<file path="src/rtl/core/lpr_pkg.sv">
// Shared types, constants and codes for the LRU port reserver.
// No dependencies; used by every module in rtl/core.
`timescale 1ns / 1ps
`default_nettype none

package lpr_pkg;

    localparam int MAX_SLOTS = 64;
    localparam int SLOT_AW   = (MAX_SLOTS > 1) ? $clog2(MAX_SLOTS) : 1;
    localparam int CNT_W     = $clog2(MAX_SLOTS + 1);
    localparam int STAMP_W   = 32;
    localparam int PORT_W    = 16;
    localparam int MASK_W    = 64;
    localparam int CNT_REG_W = 7;
    localparam int PADDR_W   = 3;

    localparam logic KIND_RESERVE = 1'b0;
    localparam logic KIND_RELEASE = 1'b1;

    localparam logic STATUS_OK        = 1'b0;
    localparam logic STATUS_EXHAUSTED = 1'b1;

    localparam logic REG_BASE_PORT  = 1'b0;
    localparam logic REG_SLOT_COUNT = 1'b1;

    typedef struct packed {
        logic                kind;
        logic [STAMP_W-1:0]  now_time;
        logic [MASK_W-1:0]   local_free_mask;
        logic [MASK_W-1:0]   remote_free_mask;
        logic [PORT_W-1:0]   release_port;
    } lpr_req_t;

    typedef struct packed {
        logic [PORT_W-1:0] granted_port;
        logic              status;
    } lpr_resp_t;

    typedef struct packed {
        logic [PORT_W-1:0]    base_port;
        logic [CNT_REG_W-1:0] slot_count;
    } lpr_cfg_t;

    typedef struct packed {
        logic               rd_en;
        logic [SLOT_AW-1:0] rd_addr;
        logic               wr_en;
        logic [SLOT_AW-1:0] wr_addr;
        logic [STAMP_W-1:0] wr_data;
    } lpr_ram_req_t;

endpackage

`default_nettype wire

</file>
<file path="src/rtl/core/lpr_stamp_ram.sv">
// Slot timestamp store: one write port, one registered read port.
// Per-entry valid bits make unwritten entries read as zero. Uses lpr_pkg.
`timescale 1ns / 1ps
`default_nettype none

module lpr_stamp_ram (
    input  wire logic                         aclk,
    input  wire logic                         aresetn,
    input  wire lpr_pkg::lpr_ram_req_t        req,
    output logic [lpr_pkg::STAMP_W-1:0]       rd_data
);

    logic [lpr_pkg::STAMP_W-1:0]   mem [lpr_pkg::MAX_SLOTS];
    logic [lpr_pkg::MAX_SLOTS-1:0] valid_reg;
    logic [lpr_pkg::STAMP_W-1:0]   rd_q_reg;
    logic                          rd_vld_reg;

    always_ff @(posedge aclk) begin
        if (req.wr_en) begin
            mem[req.wr_addr] <= req.wr_data;
        end
        if (req.rd_en) begin
            rd_q_reg <= mem[req.rd_addr];
        end
    end

    always_ff @(posedge aclk) begin
        if (!aresetn) begin
            valid_reg  <= '0;
            rd_vld_reg <= 1'b0;
        end else begin
            if (req.wr_en) begin
                valid_reg[req.wr_addr] <= 1'b1;
            end
            if (req.rd_en) begin
                rd_vld_reg <= valid_reg[req.rd_addr];
            end
        end
    end

    assign rd_data = rd_vld_reg ? rd_q_reg : '0;

endmodule

`default_nettype wire

</file>
<file path="src/rtl/core/lpr_scan_ctrl.sv">
// Request sequencer: scans stamps through the RAM read port, commits the
// winner, handles releases and keeps the held-slot bitmap. Uses lpr_pkg.
`timescale 1ns / 1ps
`default_nettype none

module lpr_scan_ctrl (
    input  wire logic                         aclk,
    input  wire logic                         aresetn,
    input  wire lpr_pkg::lpr_cfg_t            cfg,
    input  wire logic                         s_valid,
    output logic                              s_ready,
    input  wire lpr_pkg::lpr_req_t            s_data,
    output lpr_pkg::lpr_ram_req_t             ram_req,
    input  wire logic [lpr_pkg::STAMP_W-1:0]  ram_rd_data,
    output logic                              res_valid,
    output lpr_pkg::lpr_resp_t                res_data,
    input  wire logic                         res_ready
);

    typedef enum logic [2:0] {
        ST_IDLE,
        ST_SCAN,
        ST_COMMIT,
        ST_REL,
        ST_FINISH
    } state_t;

    state_t                          state_reg, state_next;
    logic                            kind_reg, kind_next;
    logic [lpr_pkg::STAMP_W-1:0]     now_reg, now_next;
    logic [lpr_pkg::MASK_W-1:0]      both_reg, both_next;
    logic [lpr_pkg::PORT_W-1:0]      rel_reg, rel_next;
    logic [lpr_pkg::CNT_W-1:0]       n_reg, n_next;
    logic [lpr_pkg::CNT_W-1:0]       cnt_reg, cnt_next;
    logic                            cmp_valid_reg, cmp_valid_next;
    logic [lpr_pkg::SLOT_AW-1:0]     cmp_idx_reg, cmp_idx_next;
    logic                            found_reg, found_next;
    logic [lpr_pkg::SLOT_AW-1:0]     best_reg, best_next;
    logic [lpr_pkg::STAMP_W-1:0]     best_stamp_reg, best_stamp_next;
    logic [lpr_pkg::MAX_SLOTS-1:0]   held_reg, held_next;
    lpr_pkg::lpr_resp_t              res_reg, res_next;

    logic [lpr_pkg::CNT_W-1:0]       n_sat;
    logic [lpr_pkg::PORT_W-1:0]      rel_idx;
    logic                            rel_hit;
    logic                            take;

    always_comb begin
        if (cfg.slot_count > lpr_pkg::CNT_REG_W'(lpr_pkg::MAX_SLOTS)) begin
            n_sat = lpr_pkg::CNT_W'(lpr_pkg::MAX_SLOTS);
        end else begin
            n_sat = lpr_pkg::CNT_W'(cfg.slot_count);
        end
    end

    assign rel_idx = rel_reg - cfg.base_port;
    assign rel_hit = (rel_idx < lpr_pkg::PORT_W'(n_reg))
                     && held_reg[rel_idx[lpr_pkg::SLOT_AW-1:0]];
    assign take    = cmp_valid_reg && both_reg[cmp_idx_reg]
                     && (!found_reg || (ram_rd_data < best_stamp_reg));

    always_comb begin
        state_next      = state_reg;
        kind_next       = kind_reg;
        now_next        = now_reg;
        both_next       = both_reg;
        rel_next        = rel_reg;
        n_next          = n_reg;
        cnt_next        = cnt_reg;
        cmp_valid_next  = cmp_valid_reg;
        cmp_idx_next    = cmp_idx_reg;
        found_next      = found_reg;
        best_next       = best_reg;
        best_stamp_next = best_stamp_reg;
        held_next       = held_reg;
        res_next        = res_reg;
        ram_req         = '0;

        case (state_reg)
            ST_IDLE: begin
                if (s_valid) begin
                    kind_next      = s_data.kind;
                    now_next       = s_data.now_time;
                    both_next      = s_data.local_free_mask & s_data.remote_free_mask;
                    rel_next       = s_data.release_port;
                    n_next         = n_sat;
                    cnt_next       = '0;
                    cmp_valid_next = 1'b0;
                    found_next     = 1'b0;
                    if (s_data.kind == lpr_pkg::KIND_RELEASE) begin
                        state_next = ST_REL;
                    end else begin
                        state_next = ST_SCAN;
                    end
                end
            end
            ST_SCAN: begin
                if (take) begin
                    found_next      = 1'b1;
                    best_next       = cmp_idx_reg;
                    best_stamp_next = ram_rd_data;
                end
                if (cnt_reg < n_reg) begin
                    ram_req.rd_en   = 1'b1;
                    ram_req.rd_addr = cnt_reg[lpr_pkg::SLOT_AW-1:0];
                    cnt_next        = cnt_reg + 1'b1;
                    cmp_valid_next  = 1'b1;
                    cmp_idx_next    = cnt_reg[lpr_pkg::SLOT_AW-1:0];
                end else begin
                    cmp_valid_next = 1'b0;
                    if (!cmp_valid_reg) begin
                        state_next = ST_COMMIT;
                    end
                end
            end
            ST_COMMIT: begin
                if (found_reg) begin
                    ram_req.wr_en       = 1'b1;
                    ram_req.wr_addr     = best_reg;
                    ram_req.wr_data     = now_reg;
                    held_next[best_reg] = 1'b1;
                    res_next.granted_port =
                        cfg.base_port + lpr_pkg::PORT_W'(best_reg);
                    res_next.status     = lpr_pkg::STATUS_OK;
                end else begin
                    res_next.granted_port = '0;
                    res_next.status       = lpr_pkg::STATUS_EXHAUSTED;
                end
                state_next = ST_FINISH;
            end
            ST_REL: begin
                if (rel_hit) begin
                    ram_req.wr_en   = 1'b1;
                    ram_req.wr_addr = rel_idx[lpr_pkg::SLOT_AW-1:0];
                    ram_req.wr_data = '0;
                    held_next[rel_idx[lpr_pkg::SLOT_AW-1:0]] = 1'b0;
                end
                res_next.granted_port = '0;
                res_next.status       = lpr_pkg::STATUS_OK;
                state_next            = ST_FINISH;
            end
            ST_FINISH: begin
                if (res_ready) begin
                    state_next = ST_IDLE;
                end
            end
            default: begin
                state_next = ST_IDLE;
            end
        endcase
    end

    always_ff @(posedge aclk) begin
        if (!aresetn) begin
            state_reg     <= ST_IDLE;
            held_reg      <= '0;
            cmp_valid_reg <= 1'b0;
        end else begin
            state_reg     <= state_next;
            held_reg      <= held_next;
            cmp_valid_reg <= cmp_valid_next;
        end
        kind_reg       <= kind_next;
        now_reg        <= now_next;
        both_reg       <= both_next;
        rel_reg        <= rel_next;
        n_reg          <= n_next;
        cnt_reg        <= cnt_next;
        cmp_idx_reg    <= cmp_idx_next;
        found_reg      <= found_next;
        best_reg       <= best_next;
        best_stamp_reg <= best_stamp_next;
        res_reg        <= res_next;
    end

    assign s_ready   = (state_reg == ST_IDLE);
    assign res_valid = (state_reg == ST_FINISH);
    assign res_data  = res_reg;

    // scan reads and commit writes never share a cycle
    a_no_rw_overlap: assert property (@(posedge aclk) disable iff (!aresetn)
        !(ram_req.rd_en && ram_req.wr_en))
        else $error("stamp RAM read and write in the same cycle");

    a_scan_in_range: assert property (@(posedge aclk) disable iff (!aresetn)
        ram_req.rd_en |-> (lpr_pkg::CNT_W'(ram_req.rd_addr) < n_reg))
        else $error("scan read beyond active slot count");

    a_commit_holds: assert property (@(posedge aclk) disable iff (!aresetn)
        (ram_req.wr_en && state_reg == ST_COMMIT) |=> held_reg[$past(ram_req.wr_addr)])
        else $error("reserved slot not marked held");

    a_exhausted_zero: assert property (@(posedge aclk) disable iff (!aresetn)
        (res_valid && res_data.status == lpr_pkg::STATUS_EXHAUSTED)
            |-> (res_data.granted_port == '0))
        else $error("exhausted result carries a port");

endmodule

`default_nettype wire

</file>
<file path="src/rtl/core/lru_port_reserver.sv">
// Top level of the LRU port reserver: APB register block, output register,
// and instances of lpr_scan_ctrl and lpr_stamp_ram. Uses lpr_pkg.
//
// A reserve request reads the stamps of the first n slots one per cycle through
// the single read port of the stamp RAM, where n is slot_count capped at 64.
// A reserve or a release cannot finish while the output register still holds
// a result that has not been taken.
// One request is in flight at a time; a finished result waits in the output
// register while the next request is accepted. The stamp store starts out all
// zero right after reset through per-slot valid bits, with no clearing pass.
// Registers: base_port at 0x0, slot_count at 0x4 (values above 64 act as 64).
`timescale 1ns / 1ps
`default_nettype none

module lru_port_reserver (
    input  wire logic                         aclk,
    input  wire logic                         aresetn,
    input  wire logic                         psel,
    input  wire logic                         penable,
    input  wire logic                         pwrite,
    input  wire logic [lpr_pkg::PADDR_W-1:0]  paddr,
    input  wire logic [31:0]                  pwdata,
    output logic [31:0]                       prdata,
    output logic                              pready,
    input  wire logic                         s_valid,
    output logic                              s_ready,
    input  wire lpr_pkg::lpr_req_t            s_data,
    output logic                              m_valid,
    input  wire logic                         m_ready,
    output lpr_pkg::lpr_resp_t                m_data
);

    lpr_pkg::lpr_cfg_t            cfg_reg;
    lpr_pkg::lpr_ram_req_t        ram_req;
    logic [lpr_pkg::STAMP_W-1:0]  ram_rd_data;
    logic                         res_valid;
    logic                         res_ready;
    lpr_pkg::lpr_resp_t           res_data;
    logic                         m_valid_reg;
    lpr_pkg::lpr_resp_t           m_data_reg;
    logic                         apb_wr;

    assign pready = 1'b1;
    assign apb_wr = psel && penable && pwrite;

    always_ff @(posedge aclk) begin
        if (!aresetn) begin
            cfg_reg.base_port  <= '0;
            cfg_reg.slot_count <= lpr_pkg::CNT_REG_W'(lpr_pkg::MAX_SLOTS);
        end else if (apb_wr) begin
            case (paddr[2])
                lpr_pkg::REG_BASE_PORT: begin
                    cfg_reg.base_port <= pwdata[lpr_pkg::PORT_W-1:0];
                end
                lpr_pkg::REG_SLOT_COUNT: begin
                    cfg_reg.slot_count <= pwdata[lpr_pkg::CNT_REG_W-1:0];
                end
                default: begin
                end
            endcase
        end
    end

    always_comb begin
        case (paddr[2])
            lpr_pkg::REG_BASE_PORT:  prdata = 32'(cfg_reg.base_port);
            lpr_pkg::REG_SLOT_COUNT: prdata = 32'(cfg_reg.slot_count);
            default:                 prdata = '0;
        endcase
    end

    lpr_scan_ctrl u_ctrl (
        .aclk        (aclk),
        .aresetn     (aresetn),
        .cfg         (cfg_reg),
        .s_valid     (s_valid),
        .s_ready     (s_ready),
        .s_data      (s_data),
        .ram_req     (ram_req),
        .ram_rd_data (ram_rd_data),
        .res_valid   (res_valid),
        .res_data    (res_data),
        .res_ready   (res_ready)
    );

    lpr_stamp_ram u_ram (
        .aclk    (aclk),
        .aresetn (aresetn),
        .req     (ram_req),
        .rd_data (ram_rd_data)
    );

    assign res_ready = !m_valid_reg || m_ready;

    always_ff @(posedge aclk) begin
        if (!aresetn) begin
            m_valid_reg <= 1'b0;
        end else if (res_ready) begin
            m_valid_reg <= res_valid;
        end
        if (res_ready && res_valid) begin
            m_data_reg <= res_data;
        end
    end

    assign m_valid = m_valid_reg;
    assign m_data  = m_data_reg;

endmodule

`default_nettype wire

</file>
<file path="config.mk">
export PLATFORM = sky130hd
export DESIGN_NAME = lru_port_reserver
export DESIGN_NICKNAME = d
export VERILOG_FILES = /design/src/rtl/core/lpr_pkg.sv /design/src/rtl/core/lpr_stamp_ram.sv /design/src/rtl/core/lpr_scan_ctrl.sv /design/src/rtl/core/lru_port_reserver.sv
export SDC_FILE = /design/constraint.sdc
export NUM_CORES = 2
export LEC_CHECK = 0
export BUFFER_PORTS_ARGS = -buffer_cell sky130_fd_sc_hd__buf_2
export CORE_UTILIZATION = 48
export DETAILED_ROUTE_END_ITERATION = 12
export SLEW_MARGIN = 40
export SYNTH_ARGS = -nofsm -noshare
export SYNTH_HDL_FRONTEND = slang
export SYNTH_SLANG_ARGS = --single-unit
</file>
<file path="constraint.sdc">
create_clock -name aclk -period 10.9 [get_ports aclk]
set_input_delay 1.635 -clock aclk [delete_from_list [all_inputs] [get_ports aclk]]
set_output_delay 1.635 -clock aclk [all_outputs]
set_load 0.03 [all_outputs]
</file>
==> out/metrics.yaml <==
status:
  status: "finished, final reports clean"
sta:
  hold_violations: 0
  hold_ws_ns: 0.421
  max_slew_margin_pct: 33.8
  setup_viol: 0
  fin_crit_sh_pct: 67.7
  tns_ns: 0
  slew_violations: 0
  max_slew.worst_pin.slew_ns: 0.993
  fin_skew_ns: 0.0781
  fmax_mhz: 136
  rsz0062_at_grt: "false"
  final.min_clock_period_ns: 7.38
finish:
  top_register: "u_ram.mem"
  drive_gt1_share_pct: 17.2
  stdcell_area_um2: 112000
  nFillCells: 16000
  largest_register_ffs: 2048
  nets: 6775
  area.growth.synth_to_final_pct: 13.9
synthesis:
  synthArstFlopShare_pct: 0
  synth_top_family_by_area: "compound AO/OA/AOI/OAI gates"
  synth_xor_area_share_pct: 0.222
  synthFlopType: "edfxtp_1"
  ys_seq_area_share_pct: 73.1
  synth_compound_area_share_pct: 9.41
  yosys.area_share.simple_pct: 6.76
  yosys_warnings: 0
  synth_edf_count: 2285
  synth_cell_types: 93
  synth-seq-cells: 2442
  synth_cells: 6179
  syn_area_per_cell_um2: 15.9
  synth.area.mux_share_pct: 7.58
  synth_area_um2: 98200
  yosys.area_share.adder_pct: 0.869
drt:
  wirelength_um: 314000
  wl_per_cell_um: 33.6
  routed_via_density: 6.45
  first_pass_iters: 7
  drt_first_iter_violations: 9264
  vias: 60300
  drc: 0
  ant_nets: 0
clock_tree:
  cts_max_level: 5
  clk_pin_slew_ns: 0.06
  clk_path_buf_depth: 4
  clock_latency_ns: 0.94
  hold_buffers: 0
  cts-root-buf: "clkbuf_16"
  numCtsBuffers: 275
  post-cts-setup-buffers: 0
  clock_sinks: 2442
  cts_tree: "yes"
  cts_resized: 0
setup_path:
  reg2reg_from: "cfg_reg[7]$_SDFFE_PN0P_"
  reg2reg_depth: 16
  crit_top_cell: "ha_1"
  end_kind: "flop"
  cp_slowest_cell: "buf_4"
  cpPeakStageDelay_ns: 0.77
  r2r_slack_ns: 3.52
  path_cells: "ha_1 > inv_1 > fa_1 > a21o_1 > a21oi_1 > xor2_1 > clkinv_1 > ha_1 > o2111ai_1 > a31oi_1 > nor4_1 > nand4_2 > nor3_2 > nand3_2 > a21oi_4 > buf_4"
  worstPathRequired_ns: 11.40
  criticalPathCategory: "reg2reg"
  crit_path_start_kind: "flop"
  cp.arrival_ns: 7.88
  crit_path_max_fanout: 25
  rr_endpoint: "u_ram.mem[57][18]$_DFFE_PP_"
die:
  die_h_um: 454
  fp-row-count: 165
  dieArea_um2: 206000
  initial_core_util_pct: 48.4
  boundaryPins: 271
  core_um2: 203000
  die_w_um: 454
global_route:
  grt_overflow: 0
  grt_max_degree: 132
  antenna_found_initial: 7
  grt_usage_pct: 30.1
  grt_pass1_vias: 57300
  grt_pass1_wl_um: 435000
placement:
  numPortBuffers: 235
  post_dp_cell_area_um2: 104000
  dp_hpwl_um: 175000
  gp_congestion: 0.877
pwr:
  ir_drop_mv: 0.295
  p_leak_nw: 35.8
  powerDensity_nw_per_um2: 233
worst_hold_path:
  min_from: "u_ctrl.res_data[11]$_SDFFCE_PP0N_"
  worstHoldPathType: "reg2reg"
  min_path_cells: 0
  hold_end: "m_data[11]$_DFFE_PP_"
run:
  maxCapViolCount: 0
==> layout by cell type (no fill, tap or decap), types with 157 or more instances in the layout <==
master	instances
clkbuf_16	282
nand2_1	461
mux4_2	187
buf_2	234
o21ai_0	173
edfxtp_1	2285
a21oi_1	338
a211oi_1	201
dfxtp_1	157
mux2i_1	274
nand2b_1	175
==> cell usage after synthesis, types with 11 or more instances <==
master     instances  area, um^2
buf_4             18         135
nand2_1          461        1730
a211oi_1         206        1550
xnor2_1           18         158
a22oi_1           61         458
a21o_1            35         263
o21ai_0          176         881
o221ai_1          50         438
nor4_1            38         238
nor2b_1           25         156
o21a_1            65         488
mux2_2            34         383
mux2i_1          274        2740
or4_1             28         210
a21oi_1          345        1730
nand3_1           51         255
clkbuf_1         235         882
and3_1            87         544
buf_1             78         293
mux4_2           187        4210
a221oi_1         149        1310
buf_2             60         300
nand4_1           21         131
dfxtp_1          157        3140
o22ai_1           30         188
ha_1              65         813
o2111ai_1         11        96.3
nor3_1            49         245
nor2_1           171         642
a22o_1            26         228
o211ai_1          85         638
and2_1           139         870
nand2b_1         175        1090
a31oi_1           17         106
or3_1             28         175
edfxtp_1        2285       68600
inv_1             71         267
==> layer usage <==
metal | wire, um | vias up | track usage [%]
met3 | 30000 | 663 | 5.14
met4 | 14600 | 2 | 12.7
met2 | 144000 | 3457 | 46.5
li1 | - | 25100 | -
met1 | 126000 | 31100 | 42.4
met5 | 13 | - | 0
==> worst max-delay path by stage <==
stage	startpoint	end	slack (ns)	cells after the start
2_1_floorplan	u_ctrl.rel_reg[0]$_DFFE_PP_	u_ram.mem[34][0]$_DFFE_PP_	3.28	18
5_1_grt	cfg_reg[7]$_SDFFE_PN0P_	u_ram.mem[57][18]$_DFFE_PP_	3.26	16
6_report	cfg_reg[7]$_SDFFE_PN0P_	u_ram.mem[57][18]$_DFFE_PP_	3.52	16
3_3_place_gp	cfg_reg[7]$_SDFFE_PN0P_	u_ram.mem[11][18]$_DFFE_PP_	3.45	17
4_1_cts	cfg_reg[7]$_SDFFE_PN0P_	u_ram.mem[57][18]$_DFFE_PP_	3.65	16
3_5_place_dp	cfg_reg[7]$_SDFFE_PN0P_	u_ram.mem[57][17]$_DFFE_PP_	3.64	16
==> logic make-up after synthesis <==
kind of cell,after synthesis
buf+inv,478
xor+xnor,24
flops,2442
other cells,2
mux,499
simple gates,1313
fa+ha+maj,67
compound gates,1354
==> per-stage QoR <==
stage	worst slack (ns)	utilization [%]	total power, mW	cells
floorplan	3.28	-	15.1	6194
finish	3.52	55.2	26.1	9350
detailed placement	3.64	51.1	17.5	8883
global route	3.26	55.2	26.8	9347
CTS	3.65	55.1	26.1	9345
global placement	3.45	50.8	17.4	8865
==> where the power goes <==
group          switching, mW  internal (mW)  leakage (nW)  total (mW)
sequential             0.252           10.8          21.6        11.1
combinational           4.23           2.04          10.2        6.28
clock                   3.65           5.07          4.05        8.73
total                   8.14           17.9          35.8        26.1
==> layout make-up <==
type	count	area (um^2)	area share, %
flip-flops and latches	2442	71800	64.2
well taps	2672	3340	2.99
diodes	4	10.0	0.00895
inverters	75	297	0.265
clock buffers	349	7390	6.61
clock inverters	113	880	0.786
multi-input cells	3274	25200	22.5
repair buffers	421	2980	2.67
==> worst max-delay path: cells and delay by family (launching register included) <==
family                   cells  cell delay (ns)
AND/OR/NAND/NOR              4             1.99
AO/OA/AOI/OAI                5             1.39
adder cells (fa/ha/maj)      3             1.13
buffers and inverters        3             1.33
XOR/XNOR                     1             0.64
flip-flops                   1             0.42
No activity file was read; power rests on OpenSTA's default activity.
